<file path="config.mk">
export PLATFORM = sky130hd
export DESIGN_NAME = hidx_front
export DESIGN_NICKNAME = d
export VERILOG_FILES = /design/src/rtl/hidx_front.sv
export SDC_FILE = /design/constraint.sdc
export NUM_CORES = 1
export LEC_CHECK = 0
export ABC_AREA = 1
export BUFFER_PORTS_ARGS = -buffer_cell sky130_fd_sc_hd__clkbuf_2
export CORE_AREA = 3 3 40 42
export DETAILED_ROUTE_END_ITERATION = 10
export DIE_AREA = 0 0 43 45
export GPL_TIMING_DRIVEN = 0
export PLACE_DENSITY_LB_ADDON = 0.05
export SYNTH_ARGS = -nofsm -noshare
export SYNTH_HDL_FRONTEND = slang
export SYNTH_SLANG_ARGS = --single-unit
</file>
<file path="constraint.sdc">
create_clock -name vclk -period 0.8
set_input_delay 0.08 -clock vclk [all_inputs]
set_output_delay 0.08 -clock vclk [all_outputs]
set_load 0.02 [all_outputs]
</file>
<file path="src/rtl/hidx_front.sv">
// Input side of the h-index core: accepts citation words and clamps them to bin indexes.
module hidx_front #(
  parameter int unsigned MAX_PAPERS    = 1024,
  parameter int unsigned CITATION_BITS = 16,
  parameter int unsigned AW            = 11,
  parameter int unsigned TDATA_W       = 16
) (
  input  logic               s_tvalid_i,
  output logic               s_tready_o,
  input  logic [TDATA_W-1:0] s_tdata_i,
  input  logic               s_tlast_i,
  output logic               q_push_o,
  output logic [AW:0]        q_entry_o,
  input  logic               q_full_i
);

  // Compare width wide enough for both the citation count and the bin limit.
  localparam int unsigned CMP_W = ((CITATION_BITS > AW) ? CITATION_BITS : AW) + 1;

  logic [CITATION_BITS-1:0] cit;
  logic [CMP_W-1:0]         cit_ext;
  logic [AW-1:0]            bin;

  // Clamp the count to the top bin.
  always_comb begin
    cit     = s_tdata_i[CITATION_BITS-1:0];
    cit_ext = CMP_W'(cit);
    if (cit_ext >= CMP_W'(MAX_PAPERS)) begin
      bin = AW'(MAX_PAPERS);
    end else begin
      bin = AW'(cit_ext);
    end
  end

  // A word is taken whenever the queue has room.
  assign s_tready_o = ~q_full_i;
  assign q_push_o   = s_tvalid_i & ~q_full_i;
  assign q_entry_o  = {s_tlast_i, bin};

endmodule

</file>
==> results of run 1 <==
cells in the mapped netlist:
cell,number
buf_4,1
nand3_1,1
buf_6,1
nor2_1,14
inv_1,12
what timing repair did:
action	CTS	global route
gates resized for setup	10	49
cloned	0	1
setup endpoints to repair	9	11
pin swaps	2	5
cells by family after synthesis:
kind of cell	Yosys count
buf+inv	14
simple gates	15
final timing paths:
| check | start | to | slack [ns] |
|---|---|---|---|
| max | s_tdata_i[14] | q_entry_o[1] | -0.06 |
| min | s_tlast_i | q_entry_o[11] | 0.39 |
where the power goes:
part	internal [mW]	leakage (nW)	total (mW)	switching, mW
registers	0	0	0	0
logic	0.0704	0.272	0.141	0.0707
clock network	0	0	0	0
routing by layer:
layer	GRT usage	vias to the layer above	part of all wire
li1	-	140	-
met1	0.0571	122	0.29
met2	0.0898	18	0.61
met3	0.00398	0	0.096
met4	0	0	0
met5	0	-	0
final cells by class:
cell class | instances | area share
Buffer | 2 | 0.0457
Inverter | 12 | 0.0914
Multi-Input combinational cell | 15 | 0.325
Tap cell | 15 | 0.0381
Timing Repair Buffer | 33 | 0.500
stage by stage:
stage | instance area (um^2) | utilization | setup slack [ns] | setup TNS (ns) | power [mW]
after global placement | 300 | 0.234 | -0.0942 | -0.760 | 0.0906
final | 493 | 0.384 | -0.0606 | -0.262 | 0.141
after CTS | 325 | 0.253 | -0.0658 | -0.542 | 0.0937
after global routing | 493 | 0.384 | -0.111 | -0.740 | 0.154
after floorplan | 121 | - | 0.00629 | 0 | 0.0380
after detailed placement | 300 | 0.234 | -0.0747 | -0.616 | 0.0913
critical path, delay by kind of cell:
kind,cells,cell delay [ns]
buffers and inverters,3,0.38
AND/OR/NAND/NOR,3,0.32
==> results.cfg, run 1 <==
[run_status]
status = finished, violations left
violations = setup timing

[setup_path]
crit_arrival_ns = 0.78
startpoint_type = primary input
critical-path-max-stage-delay_ns = 0.16
worstPathRequired_ns = 0.72
slowest_stage = buf_8
critPathMaxFanout = 5
path_class = primary input to primary output
crit_chain = buf_6 > nor2_4 > nand3_4 > buf_8 > nor2_4 > buf_6
end_kind = primary output

[sta]
maxClockFrequency_mhz = 1160
hold_slack_ns = 0.386
period_needed_ns = 0.861
worst_slack_ns = -0.0606
hold_viol_final = 0
rsz0062_at_grt = yes
timing.slew.headroom = 0.919
post-route-period-util = 1.08
drv_slew = 0
setup_viol = 9
worst_pin_slew_ns = 0.122

[yosys]
syn_inst = 29
synth.avg_cell_area_um2 = 4.19
seq_area_frac_synth = 0
yosysTopAreaCell = nor2_1
synth_fa_ha_area_frac = 0
synth_nets = 48
synth_area_um2 = 121
synth.area.top_cells = nor2_1 (43%), inv_1 (37%), buf_6 (9.3%)
synth-compound-area-share = 0
synthMuxAreaShare = 0
synth_warnings = 0
synth-xor-area-share = 0
synth_top_family_by_area = buffers and inverters
yosys.area_share.simple = 0.474
synth.distinct_cells = 5
synthDominantCellAreaShare = 0.433

[min_path]
hp-class = primary input to primary output
whs_path_depth = 2

[placement]
hpwl_um = 461
port_buffers = 32
gp_congestion = 0.549
dp.cells = 76

[die]
start_util = 0.0944
ios = 33
rows = 13
coreArea_um2 = 1280
die_width_um = 43
die_h_um = 45
die_area_um2 = 1940

[clock_network]
post-cts-setup-buffers = 0
hold_buffers = 0

[detailed_routing]
vias = 280
drc = 0
drt_iter0_markers = 0
ant_nets = 0
vias_per_cell = 3.64
wl_per_cell_um = 9.34
first_pass_iters = 1
wl_um = 719

[cells_and_area]
drive_gt1_frac = 0.774
final_cell_mix = clkbuf_2 (20), buf_6 (13), inv_1 (12), nor2_4 (12), nor2_1 (2)
stdcell_count = 77
layout_commonest_cell = clkbuf_2
regArea_um2 = 0
n_clock_buffer = 0
num-fill-cells = 137
finalNetCount = 83
diodes = 0
design.seq.count = 0
syn_to_final_growth_pct = 306
multi_input_area_um2 = 160

[grt]
track_usage = 0.0456
antenna_found_initial = 0
grt_max_degree = 11
grt_pass1_vias = 179
grt_pass1_wl_um = 745
overflow = 0

[power]
ir_worst_vdd_mv = 0.111
p_per_area_nw_per_um2 = 286
leakage_nw = 0.272

[flow_run]
maxCapViolCount = 0
(Power assumes the default switching activity.)
==> run 2: changes to the inputs <==
- RECOVER_POWER: unset -> 50
==> results.cfg, run 2 (synthesized netlist as in run 1, its figures left out) <==
[detailed_routing]
vias = 280
drc = 0
ant_nets = 0
wl_um = 723
drt_iter0_markers = 0
first_pass_iters = 1
vias_per_cell = 3.64
wl_per_cell_um = 9.39

[clock_network]
hold_buffers = 0
post-cts-setup-buffers = 0

[die]
die_h_um = 45
ios = 33
die_area_um2 = 1940
die_width_um = 43
coreArea_um2 = 1280
rows = 13
start_util = 0.0944

[cells_and_area]
syn_to_final_growth_pct = 304
regArea_um2 = 0
finalNetCount = 83
drive_gt1_frac = 0.742
design.seq.count = 0
utilization = 0.382
layout_commonest_cell = clkbuf_2
n_clock_buffer = 0
diodes = 0
final_cell_mix = clkbuf_2 (18), buf_6 (13), inv_1 (12), nor2_4 (12)
stdcell_count = 77

[setup_path]
crit_chain = buf_6 > nor2_4 > nand3_4 > buf_8 > nor2_4 > buf_6
critical-path-max-stage-delay_ns = 0.16
worstPathRequired_ns = 0.72
slowest_stage = buf_8
path_class = primary input to primary output
critPathMaxFanout = 5
crit_arrival_ns = 0.78
end_kind = primary output
startpoint_type = primary input

[run_status]
status = finished, violations left
violations = setup timing

[placement]
dp.cells = 76
gp_congestion = 0.549
hpwl_um = 461
port_buffers = 32

[sta]
worst_slack_ns = -0.0606
post-route-period-util = 1.08
hold_viol_final = 0
maxClockFrequency_mhz = 1160
setup_viol = 9
rsz0062_at_grt = yes
worst_pin_slew_ns = 0.250
timing.slew.headroom = 0.834
period_needed_ns = 0.861
drv_slew = 0

[grt]
overflow = 0
grt_pass1_wl_um = 745
antenna_found_initial = 0
grt_max_degree = 11
track_usage = 0.0456
grt_pass1_vias = 179

[power]
pwr-share-comb = 1.000
p_int_uw = 69.0
pwr-share-seq = 0
p_sw_frac = 0.507
ir_worst_vdd_mv = 0.110
p_per_area_nw_per_um2 = 285
leakage_nw = 0.266
p_switching_uw = 70.8
clock_power_share = 0

[flow_run]
maxCapViolCount = 0

[min_path]
holdPathEnd = q_entry_o[11]
hp-class = primary input to primary output
worstHoldStart = s_tlast_i
whs_path_depth = 2
[run 2: layout make-up]
class / count / area, um^2
plain buffers: 2 / 22.5
fillers: 138 / 795
inverters: 12 / 45.0
well taps: 15 / 18.8
repair buffers: 33 / 244
multi-input cells: 15 / 160
[run 2: layer usage]
| layer | vias up | share of wire | GRT usage |
|---|---|---|---|
| li1 | 140 | - | - |
| met1 | 122 | 0.29 | 0.0571 |
| met2 | 18 | 0.61 | 0.0898 |
| met3 | 0 | 0.10 | 0.00398 |
| met4 | 0 | 0 | 0 |
| met5 | - | 0 | 0 |
[run 2: worst max-delay path by stage]
stage	start	end	slack, ns	depth (start not counted)
floorplan	s_tdata_i[11]	q_entry_o[1]	0.006	4
global placement	s_tdata_i[12]	q_entry_o[7]	-0.09	6
detailed placement	s_tdata_i[12]	q_entry_o[7]	-0.07	6
CTS	s_tdata_i[13]	q_entry_o[2]	-0.07	6
global route	s_tdata_i[14]	q_entry_o[1]	-0.11	6
finish	s_tdata_i[14]	q_entry_o[1]	-0.06	6
[run 2: per-stage QoR]
stage | instance area (um^2) | hold slack [ns] | power (mW) | setup TNS (ns) | worst slack [ns]
after floorplan | 121 | 0.237 | 0.0380 | 0 | 0.00629
after global placement | 300 | 0.387 | 0.0906 | -0.760 | -0.0942
after detailed placement | 300 | 0.389 | 0.0913 | -0.616 | -0.0747
after CTS | 325 | 0.389 | 0.0937 | -0.542 | -0.0658
after global routing | 490 | 0.430 | 0.153 | -0.740 | -0.111
final | 490 | 0.422 | 0.140 | -0.262 | -0.0606
[run 2: critical path, delay by kind of cell]
kind	cells	cell delay (ns)
buffers and inverters	3	0.38
AND/OR/NAND/NOR	3	0.32
[run 2: timing repair]
action / CTS / global route
gates cloned: 0 / 1
pin swaps: 2 / 5
resized for setup: 10 / 49
setup endpoints to repair: 9 / 11
endpoints found under the hold margin: 0 / 0
[run 2: power by group through the flow]
stage / combinational [mW] / sequential, mW / clock (mW)
after global routing: 0.153 / 0 / 0
after detailed placement: 0.0913 / 0 / 0
after floorplan: 0.0380 / 0 / 0
final: 0.140 / 0 / 0
after global placement: 0.0906 / 0 / 0
after CTS: 0.0937 / 0 / 0
