File: src/rtl/hidx_fifo.sv
// Short queue of binned words between the front and back ends.
module hidx_fifo #(
  parameter int unsigned W     = 12,
  parameter int unsigned DEPTH = 4
) (
  input  logic         clk_i,
  input  logic         rst_ni,
  input  logic         push_i,
  input  logic [W-1:0] push_data_i,
  output logic         full_o,
  input  logic         pop_i,
  output logic         valid_o,
  output logic [W-1:0] pop_data_o
);

  localparam int unsigned PW = (DEPTH > 1) ? $clog2(DEPTH) : 1;
  localparam int unsigned CW = $clog2(DEPTH + 1);

  logic [W-1:0]  mem_q [DEPTH];
  logic [PW-1:0] wr_ptr_q, wr_ptr_d;
  logic [PW-1:0] rd_ptr_q, rd_ptr_d;
  logic [CW-1:0] count_q, count_d;
  logic          do_push, do_pop;

  assign full_o     = (count_q == CW'(DEPTH));
  assign valid_o    = (count_q != '0);
  assign pop_data_o = mem_q[rd_ptr_q];
  assign do_push    = push_i & ~full_o;
  assign do_pop     = pop_i & valid_o;

  // Pointer and fill level update with explicit wrap.
  always_comb begin
    wr_ptr_d = wr_ptr_q;
    rd_ptr_d = rd_ptr_q;
    count_d  = count_q;
    if (do_push) begin
      wr_ptr_d = (wr_ptr_q == PW'(DEPTH - 1)) ? '0 : wr_ptr_q + PW'(1);
    end
    if (do_pop) begin
      rd_ptr_d = (rd_ptr_q == PW'(DEPTH - 1)) ? '0 : rd_ptr_q + PW'(1);
    end
    if (do_push && !do_pop) begin
      count_d = count_q + CW'(1);
    end else if (!do_push && do_pop) begin
      count_d = count_q - CW'(1);
    end
  end

  always_ff @(posedge clk_i or negedge rst_ni) begin
    if (!rst_ni) begin
      wr_ptr_q <= '0;
      rd_ptr_q <= '0;
      count_q  <= '0;
    end else begin
      wr_ptr_q <= wr_ptr_d;
      rd_ptr_q <= rd_ptr_d;
      count_q  <= count_d;
    end
  end

  // Storage needs no reset.
  always_ff @(posedge clk_i) begin
    if (do_push) begin
      mem_q[wr_ptr_q] <= push_data_i;
    end
  end

endmodule

File: config.mk
export PLATFORM = sky130hd
export DESIGN_NAME = hidx_fifo
export DESIGN_NICKNAME = d
export VERILOG_FILES = /design/src/rtl/hidx_fifo.sv
export SDC_FILE = /design/constraint.sdc
export NUM_CORES = 1
export LEC_CHECK = 0
export ABC_AREA = 1
export BUFFER_PORTS_ARGS = -buffer_cell sky130_fd_sc_hd__buf_2
export CORE_ASPECT_RATIO = 1.75
export CORE_MARGIN = 2
export CORE_UTILIZATION = 30
export DETAILED_ROUTE_END_ITERATION = 8
export PLACE_DENSITY_LB_ADDON = 0.08
export SLEW_MARGIN = 5
export SYNTH_ARGS = -nofsm -noshare
export SYNTH_HDL_FRONTEND = slang
export SYNTH_SLANG_ARGS = --single-unit
export TNS_END_PERCENT = 1
File: constraint.sdc
create_clock -name clk_i -period 1.68 [get_ports clk_i]
set_input_delay 0.504 -clock clk_i [delete_from_list [all_inputs] [get_ports clk_i]]
set_output_delay 0.504 -clock clk_i [all_outputs]
set_load 0.02 [all_outputs]
==> flow_summary.toml, run 1 <==
[routing]
post_drt_wl_per_cell_um = 13.26
drc_errors = 0
vias = 1480
dr.pass1.iters = 3
postRouteWirelength_mm = 4.430
postRouteAntennaNets = 0
drt_iter0_markers = 64
routed_via_density = 4.431

[synth]
avgSynthCellArea_sq_um = 12.00
yosysTopAreaCell = "edfxtp_1"
synth_ff_type = "edfxtp_1"
synth_common_cells = "50 x nand2_1, 48 x edfxtp_1, 38 x inv_1, 24 x o211ai_1"
synth_enable_flop_cells = 48
syn-num-nets = 223
synth_warnings = 0
syn-cell-area_sq_um = 2400
ys_types = 17
async_flop_share = 0.1273
synth_area_leaders = "edfxtp_1 60%, nand2_1 7.8%, o211ai_1 7.5%"
yosysMostFrequentCell = "nand2_1"
synthDominantCellAreaShare = 0.6006
syn-instance-count = 200
synth-seq-cells = 55
ys_seq_area_frac = 0.6736

[setup_path]
endpoint_kind = "primary output"
worstPathRequired_ns = 1.18
reg2reg_setup_slack_ns = 0.01
cp-start-kind = "register"
path_max_fanout = 24
critPathKind = "reg2out"
cp.arrival_ns = 1.35

[clocking]
cts.sinks = 55
clock_latency_ns = 0.29
cts_root_buf = "clkbuf_16"
htree_levels = 2
cts_buffers = 5
clock_path_buffers = 2
cts_tree = "yes"
holdBufCountCts = 0
cts.clk_slew.worst_paths_ns = 0.06

[placement]
dpl.hpwl_mm = 3.065
dp.cells = 327
place.gp.congestion = 0.6475
io_buffers = 29
placed_cell_area_sq_um = 2788

[run_status]
status = "finished with violations"
violations = "setup timing"

[finish]
multi_input_area_sq_um = 574.3
layout-drive-gt1-share = 0.2541
nets = 267
n_fill_cell = 775
syn_to_final_growth_pct = 22.16
diodes = 0
final_cells = 334
regArea_sq_um = 1618
design_area_sq_um = 2932

[hold_path]
hold_path_class = "in2async"

[floorplanning]
num_rows = 43
start_util = 0.3055
io_pins = 30
die_h_um = 122.3
core_sq_um = 7855
die_w_um = 71.61
die_area_sq_um = 8759

[power]
peakVddDrop_mv = 0.7637
powerDensity_nw_per_um2 = 1763
power.leakage_nw = 1.243

[sta]
holdWs_ns = 0.04314
slew_headroom = 0.8694
worst_pin_slew_ns = 0.1952
grt_setup_unrepaired = "yes"
finalSetupViolations = 13
hold_viol_final = 0
setup_slack_ns = -0.1769
drv_slew = 0
period_share = 1.105
fin_skew_ns = 0.003846
period_minus_slack_ns = 1.857
tns_ns = -1.695
max_freq_ghz = 0.5385

[global_routing]
overflow = 0
grt_max_degree = 25
antenna_found_initial = 0
grt.total_usage = 0.1126
grt_pass1_vias = 1388
grt_pass1_wl_mm = 7.162

[flow_run]
drv_cap = 0
worst max-delay path: stages, from the launching register on:
cell	delay, ns
dfrtp_2	0.45
buf_12	0.17
o211ai_1	0.18
nand2_1	0.10
buf_2	0.17
report_power, final:
part | switching [mW] | total [mW] | internal [mW]
combinational | 1.34 | 2.25 | 0.911
sequential | 0.125 | 1.95 | 1.82
clock | 0.431 | 0.967 | 0.536
total | 1.90 | 5.17 | 3.27
layout make-up:
cell class | count | area share
clock buffer | 5 | 0.04268
tap | 90 | 0.03841
timing repair buffer | 45 | 0.1182
clock inverter | 2 | 0.002988
sequential | 55 | 0.5519
inverter | 39 | 0.04994
multi-input combinational | 98 | 0.1959
cells by family (layout without fill, tap and decap cells):
| group | count (synthesis) | count (layout) | share of synthesized area |
|---|---|---|---|
| adder cells (fa/ha/maj) | 7 | 7 | 0.03962 |
| AO/OA/AOI/OAI | 25 | 25 | 0.07716 |
| flip-flops | 55 | 55 | 0.6736 |
| XOR/XNOR | 1 | 1 | 0.003650 |
| buffers and inverters | 47 | 91 | 0.09541 |
| AND/OR/NAND/NOR | 65 | 65 | 0.1105 |
through the flow:
step                setup slack [ns]  power, mW  utilization
finish                       -0.1769      5.169       0.3732
global route                 -0.2423      5.596       0.3732
CTS                          -0.2112      5.304       0.3732
detailed placement          -0.05529      4.295       0.3549
global placement            -0.01986      4.270       0.3549
floorplan                   0.001102      3.481            -
repair_timing:
item                       in CTS  in global routing
setup endpoints to repair      15                 15
pin swaps                       7                  7
resized for setup               5                  1
setup buffers                   0                  0
placed cells by master (no fill, tap or decap), drive strengths merged:
cell	n
nand2	51
edfxtp	48
nand3	7
xnor2	1
clkbuf	5
buf	45
dfrtp	7
inv	39
ha	6
o211ai	24
clkinv	2
o21ai	1
nor2	6
nand4	1
fa	1
routing by layer:
layer,global-route usage,vias to the layer above,part of all wire
met4,0.05660,0,0.022
li1,-,757,-
met5,0,-,0
met3,0.03120,5,0.033
met1,0.1225,695,0.41
met2,0.1973,23,0.54
final timing paths:
path / cells past startpoint / end / start
worst max-delay path: 4 / pop_data_o[3] / rd_ptr_q[0]
worst min-delay path: 1 / wr_ptr_q[0] / rst_ni
worst max register to register: 10 / count_q[2] / count_q[2]
worst min register to register: 2 / wr_ptr_q[1] / wr_ptr_q[1]
max in group asynchronous: 1 / rd_ptr_q[0] / rst_ni
min in group clk_i: 1 / mem_q[0][8] / push_data_i[8]
registers in the layout (all words and copies together) (netlist names):
| signal | count |
|---|---|
| count_q | 3 |
| rd_ptr_q | 2 |
| mem_q | 48 |
| wr_ptr_q | 2 |
(Power assumes the default switching activity.)
==> run 2, diff against run 1 <==
REMOVE_ABC_BUFFERS = 1   (was unset)
==> run 2 against run 1 <==
Effect of this change: via count up 2.1%; fmax barely moved; die area stayed put; count of clock-buffer cells in the layout rose by 1; highest routed layer unchanged; sequential power barely moved; largest power group unchanged; critical path depth stayed put; the flow still finishes with violations (setup timing).
==> flow_summary.toml, run 2 (synthesis gave the netlist of run 1 again) <==
[global_routing]
antenna_found_initial = 0
overflow = 0
grt_max_degree = 49
grt.total_usage = 0.1167
grt_pass1_wl_mm = 7.500
grt_pass1_vias = 1501

[sta]
setup_slack_ns = -0.1774
hold_viol_final = 0
worst_pin_slew_ns = 0.2074
fin_skew_ns = 0.005754
slew_headroom = 0.8618
drv_slew = 0
period_minus_slack_ns = 1.857
grt_setup_unrepaired = "yes"
finalSetupViolations = 12
period_share = 1.106
max_freq_ghz = 0.5384

[setup_path]
reg2regPathDepth = 9
critPathKind = "reg2out"
reg2reg_from = "count_q[1]"
endpoint_kind = "primary output"
cp-start-kind = "register"
startpoint = "rd_ptr_q[0]"
cp.arrival_ns = 1.35
timing.rr.end = "count_q[1]"
reg2reg_setup_slack_ns = 0.04
path_max_fanout = 48
worstPathRequired_ns = 1.18

[floorplanning]
die_h_um = 122.3
die_w_um = 71.61
io_pins = 30
start_util = 0.3055
core_sq_um = 7855
die_area_sq_um = 8759
num_rows = 43

[finish]
mostFrequentLayoutCell = "nand2_1"
final_cells = 335
regArea_sq_um = 1617
multi_input_area_sq_um = 571.8
top_register = "mem_q"
layout-drive-gt1-share = 0.2571
layout_common_cells = "49 x nand2_1, 48 x edfxtp_1, 35 x inv_1"
syn_to_final_growth_pct = 23.51
diodes = 0
nets = 267
reg_top3 = "mem_q (48), count_q (3)"
design_area_sq_um = 2964
largest_register_ffs = 48
n_fill_cell = 782

[power]
peakVddDrop_mv = 0.7711
powerDensity_nw_per_um2 = 1833
power.leakage_nw = 1.264

[clocking]
holdBufCountCts = 0
cts_root_buf = "clkbuf_16"
clock_path_buffers = 2
cts.sinks = 55
htree_levels = 2
clock_latency_ns = 0.29
post_cts_buffers = 0
cts_tree = "yes"
cts.clk_slew.worst_paths_ns = 0.07
cts_buffers = 5

[routing]
drc_errors = 0
post_drt_wl_per_cell_um = 13.43
routed_via_density = 4.510
vias = 1511
drt_iter0_markers = 58
dr.pass1.iters = 4
postRouteWirelength_mm = 4.499
postRouteAntennaNets = 0

[placement]
dp.cells = 327
dpl.hpwl_mm = 2.999
post-place-ws_ns = -0.03565
placed_cell_area_sq_um = 2733
io_buffers = 29
place.gp.congestion = 0.6581

[flow_run]
drv_cap = 0

[run_status]
violations = "setup timing"
status = "finished with violations"

[hold_path]
hold_path_class = "in2async"
run 2: worst max path at each step:
| stage | depth (start not counted) | to |
|---|---|---|
| 2_1_floorplan | 2 | pop_data_o[0] |
| 3_3_place_gp | 10 | count_q[2] |
| 3_5_place_dp | 8 | count_q[1] |
| 4_1_cts | 4 | pop_data_o[7] |
| 5_1_grt | 5 | pop_data_o[7] |
| 6_report | 4 | pop_data_o[7] |
run 2: per-stage QoR:
stage	utilization	hold slack, ns	setup TNS (ns)	power, mW
2_1_floorplan	-	0.2084	-3.995	3.243
3_3_place_gp	0.3479	0.3620	0	4.112
3_5_place_dp	0.3479	0.3595	-0.05679	4.142
4_1_cts	0.3756	0.04766	-2.117	5.528
5_1_grt	0.3773	0.04526	-3.261	5.854
6_report	0.3773	0.04795	-1.775	5.435
run 2: critical path: stages (launching register included):
cell	delay [ns]
dfrtp_1	0.41
buf_12	0.19
o211ai_1	0.20
nand2_1	0.10
buf_2	0.16
run 2: layout make-up:
type                       count  share of cell area
sequential                    55              0.5454
multi-input combinational     98              0.1929
timing repair buffer          45              0.1098
inverter                      39             0.05023
clock buffer                   6             0.04348
tap                           90             0.03799
clock inverter                 2             0.02026
run 2: what timing repair did:
action,4_1_cts,5_1_grt
gates resized for setup,11,5
setup endpoints to repair,15,16
pin swaps,9,1
run 2: where the power goes:
group | switching, mW | internal [mW]
Clock | 0.440 | 0.854
Combinational | 1.35 | 0.851
Sequential | 0.122 | 1.82
run 2: per-layer routing:
layer,vias up,track usage,part of all wire
met2,21,0.2078,0.55
met1,726,0.1267,0.39
met4,0,0.05660,0.023
li1,758,-,-
met3,6,0.02956,0.037
met5,-,0,0
==> run 3, diff against run 2 <==
clock period = 1.8 ns   (was 1.68 ns; I/O delays follow)
==> run 3 against run 2 <==
Effect of this change: the flow still finishes with violations (setup timing); global-route usage fell by 0.46 points; die area is the same; sequential share of layout area is 1.8 points higher; final cell count fell by 1.8%; hold slack better by 0.034 ns; first-iteration DRC count increased by 41%; utilization down 1.2 points; final area shrank 3.1%; setup slack gained 0.065 ns; flip-flop and latch count stayed put; register-to-register slack improved by 0.04 ns; count of clock-buffer cells in the layout unchanged; largest power group unchanged.
==> flow_summary.toml, run 3 (synthesis gave the netlist of run 1 again) <==
[run_status]
status = "finished with violations"
violations = "setup timing"

[finish]
mostFrequentLayoutCell = "nand2_1"
diodes = 0
layout_common_cells = "49 x nand2_1, 48 x edfxtp_1, 37 x inv_1"
n_fill_cell = 791
nets = 261
top_register = "mem_q"
final_cells = 329
largest_register_ffs = 48
syn_to_final_growth_pct = 19.66
reg_top3 = "mem_q (48), count_q (3)"
layout-drive-gt1-share = 0.2218

[clocking]
holdBufCountCts = 0
cts.sinks = 55
cts_buffers = 5
cts_tree = "yes"
htree_levels = 2
clock_latency_ns = 0.29
cts_root_buf = "clkbuf_16"
clock_path_buffers = 2
cts.clk_slew.worst_paths_ns = 0.06

[sta]
drv_slew = 0
worst_pin_slew_ns = 0.2810
setup_slack_ns = -0.1121
holdWs_ns = 0.08158
finalSetupViolations = 12
grt_setup_unrepaired = "yes"
slew_headroom = 0.8124
period_share = 1.062
max_freq_ghz = 0.5230
fin_skew_ns = 0.002852
period_minus_slack_ns = 1.912
hold_viol_final = 0

[setup_path]
cp.arrival_ns = 1.37
worstPathRequired_ns = 1.26
path_max_fanout = 48
cp-start-kind = "register"
reg2reg_setup_slack_ns = 0.08
endpoint_kind = "primary output"
timing.rr.end = "count_q[2]"
reg2regPathDepth = 10
critPathKind = "reg2out"
reg2reg_from = "count_q[2]"

[routing]
dr.pass1.iters = 4
drc_errors = 0
vias = 1464
drt_iter0_markers = 82
postRouteWirelength_mm = 4.363
routed_via_density = 4.450
postRouteAntennaNets = 0
post_drt_wl_per_cell_um = 13.26

[global_routing]
grt_pass1_vias = 1490
antenna_found_initial = 0
grt.total_usage = 0.1122
grt_pass1_wl_mm = 7.341
grt_max_degree = 49
overflow = 0

[floorplanning]
num_rows = 43
die_area_sq_um = 8759
io_pins = 30
die_w_um = 71.61
die_h_um = 122.3
core_sq_um = 7855
start_util = 0.3055

[hold_path]
hold_path_class = "in2async"

[placement]
place.gp.congestion = 0.6702
dpl.hpwl_mm = 2.916
io_buffers = 29
dp.cells = 321

[power]
peakVddDrop_mv = 1.286
powerDensity_nw_per_um2 = 1641
power.leakage_nw = 1.213

[flow_run]
drv_cap = 0
run 3: cell count changes in the layout (fill, tap and decap cells not counted), sizes merged:
| cell | previous run | this run |
|---|---|---|
| clkinv | 0 | 1 |
| clkinvlp | 0 | 1 |
| bufinv | 2 | 0 |
| buf | 45 | 39 |
run 3: worst max-delay path by stage:
stage	startpoint	to	slack, ns	depth (start not counted)
3_3_place_gp	push_i	count_q[2]	0.06	10
4_1_cts	rd_ptr_q[0]	pop_data_o[7]	-0.15	4
5_1_grt	rd_ptr_q[0]	pop_data_o[7]	-0.21	5
2_1_floorplan	rd_ptr_q[0]	pop_data_o[0]	-0.22	2
6_report	rd_ptr_q[0]	pop_data_o[7]	-0.11	4
3_5_place_dp	push_i	count_q[2]	0.04	10
run 3: critical path, cell delays in order (launching register included):
cell,delay (ns)
dfrtp_1,0.41
buf_12,0.19
o211ai_1,0.21
nand2_1,0.10
buf_2,0.16
run 3: per-layer routing:
| layer | part of all wire | global-route usage |
|---|---|---|
| met2 | 0.55 | 0.2060 |
| met4 | 0.020 | 0.04953 |
| met5 | 0 | 0 |
| met1 | 0.39 | 0.1216 |
| met3 | 0.039 | 0.02299 |
run 3: through the flow:
step / setup slack (ns) / util / setup TNS (ns) / area, sq um / power (mW)
2_1_floorplan: -0.2247 / - / -2.716 / 2317 / 3.027
3_3_place_gp: 0.05733 / 0.3437 / 0 / 2700 / 3.811
3_5_place_dp: 0.04086 / 0.3437 / 0 / 2700 / 3.823
4_1_cts: -0.1454 / 0.3624 / -1.119 / 2846 / 4.772
5_1_grt: -0.2097 / 0.3656 / -2.178 / 2872 / 5.109
6_report: -0.1121 / 0.3656 / -0.8028 / 2872 / 4.713
run 3: cell type report:
class	count	area [sq um]	area share
clock buffer	6	128.9	0.04488
clock inverter	2	12.51	0.004357
inverter	39	146.4	0.05098
multi-input combinational	98	574.3	0.2000
sequential	55	1617	0.5630
tap	90	112.6	0.03922
timing repair buffer	39	280.3	0.09760
run 3: power breakdown:
part / switching (mW) / leakage (nW) / internal (mW)
combinational: 1.25 / 0.622 / 0.727
sequential: 0.110 / 0.525 / 1.70
clock: 0.416 / 0.0669 / 0.514
run 3: timing repair:
| action | 4_1_cts | 5_1_grt |
|---|---|---|
| gates resized for setup | 1 | 7 |
| setup endpoints to repair | 13 | 15 |
| pin swaps | 7 | 0 |
| setup buffers | 0 | 0 |
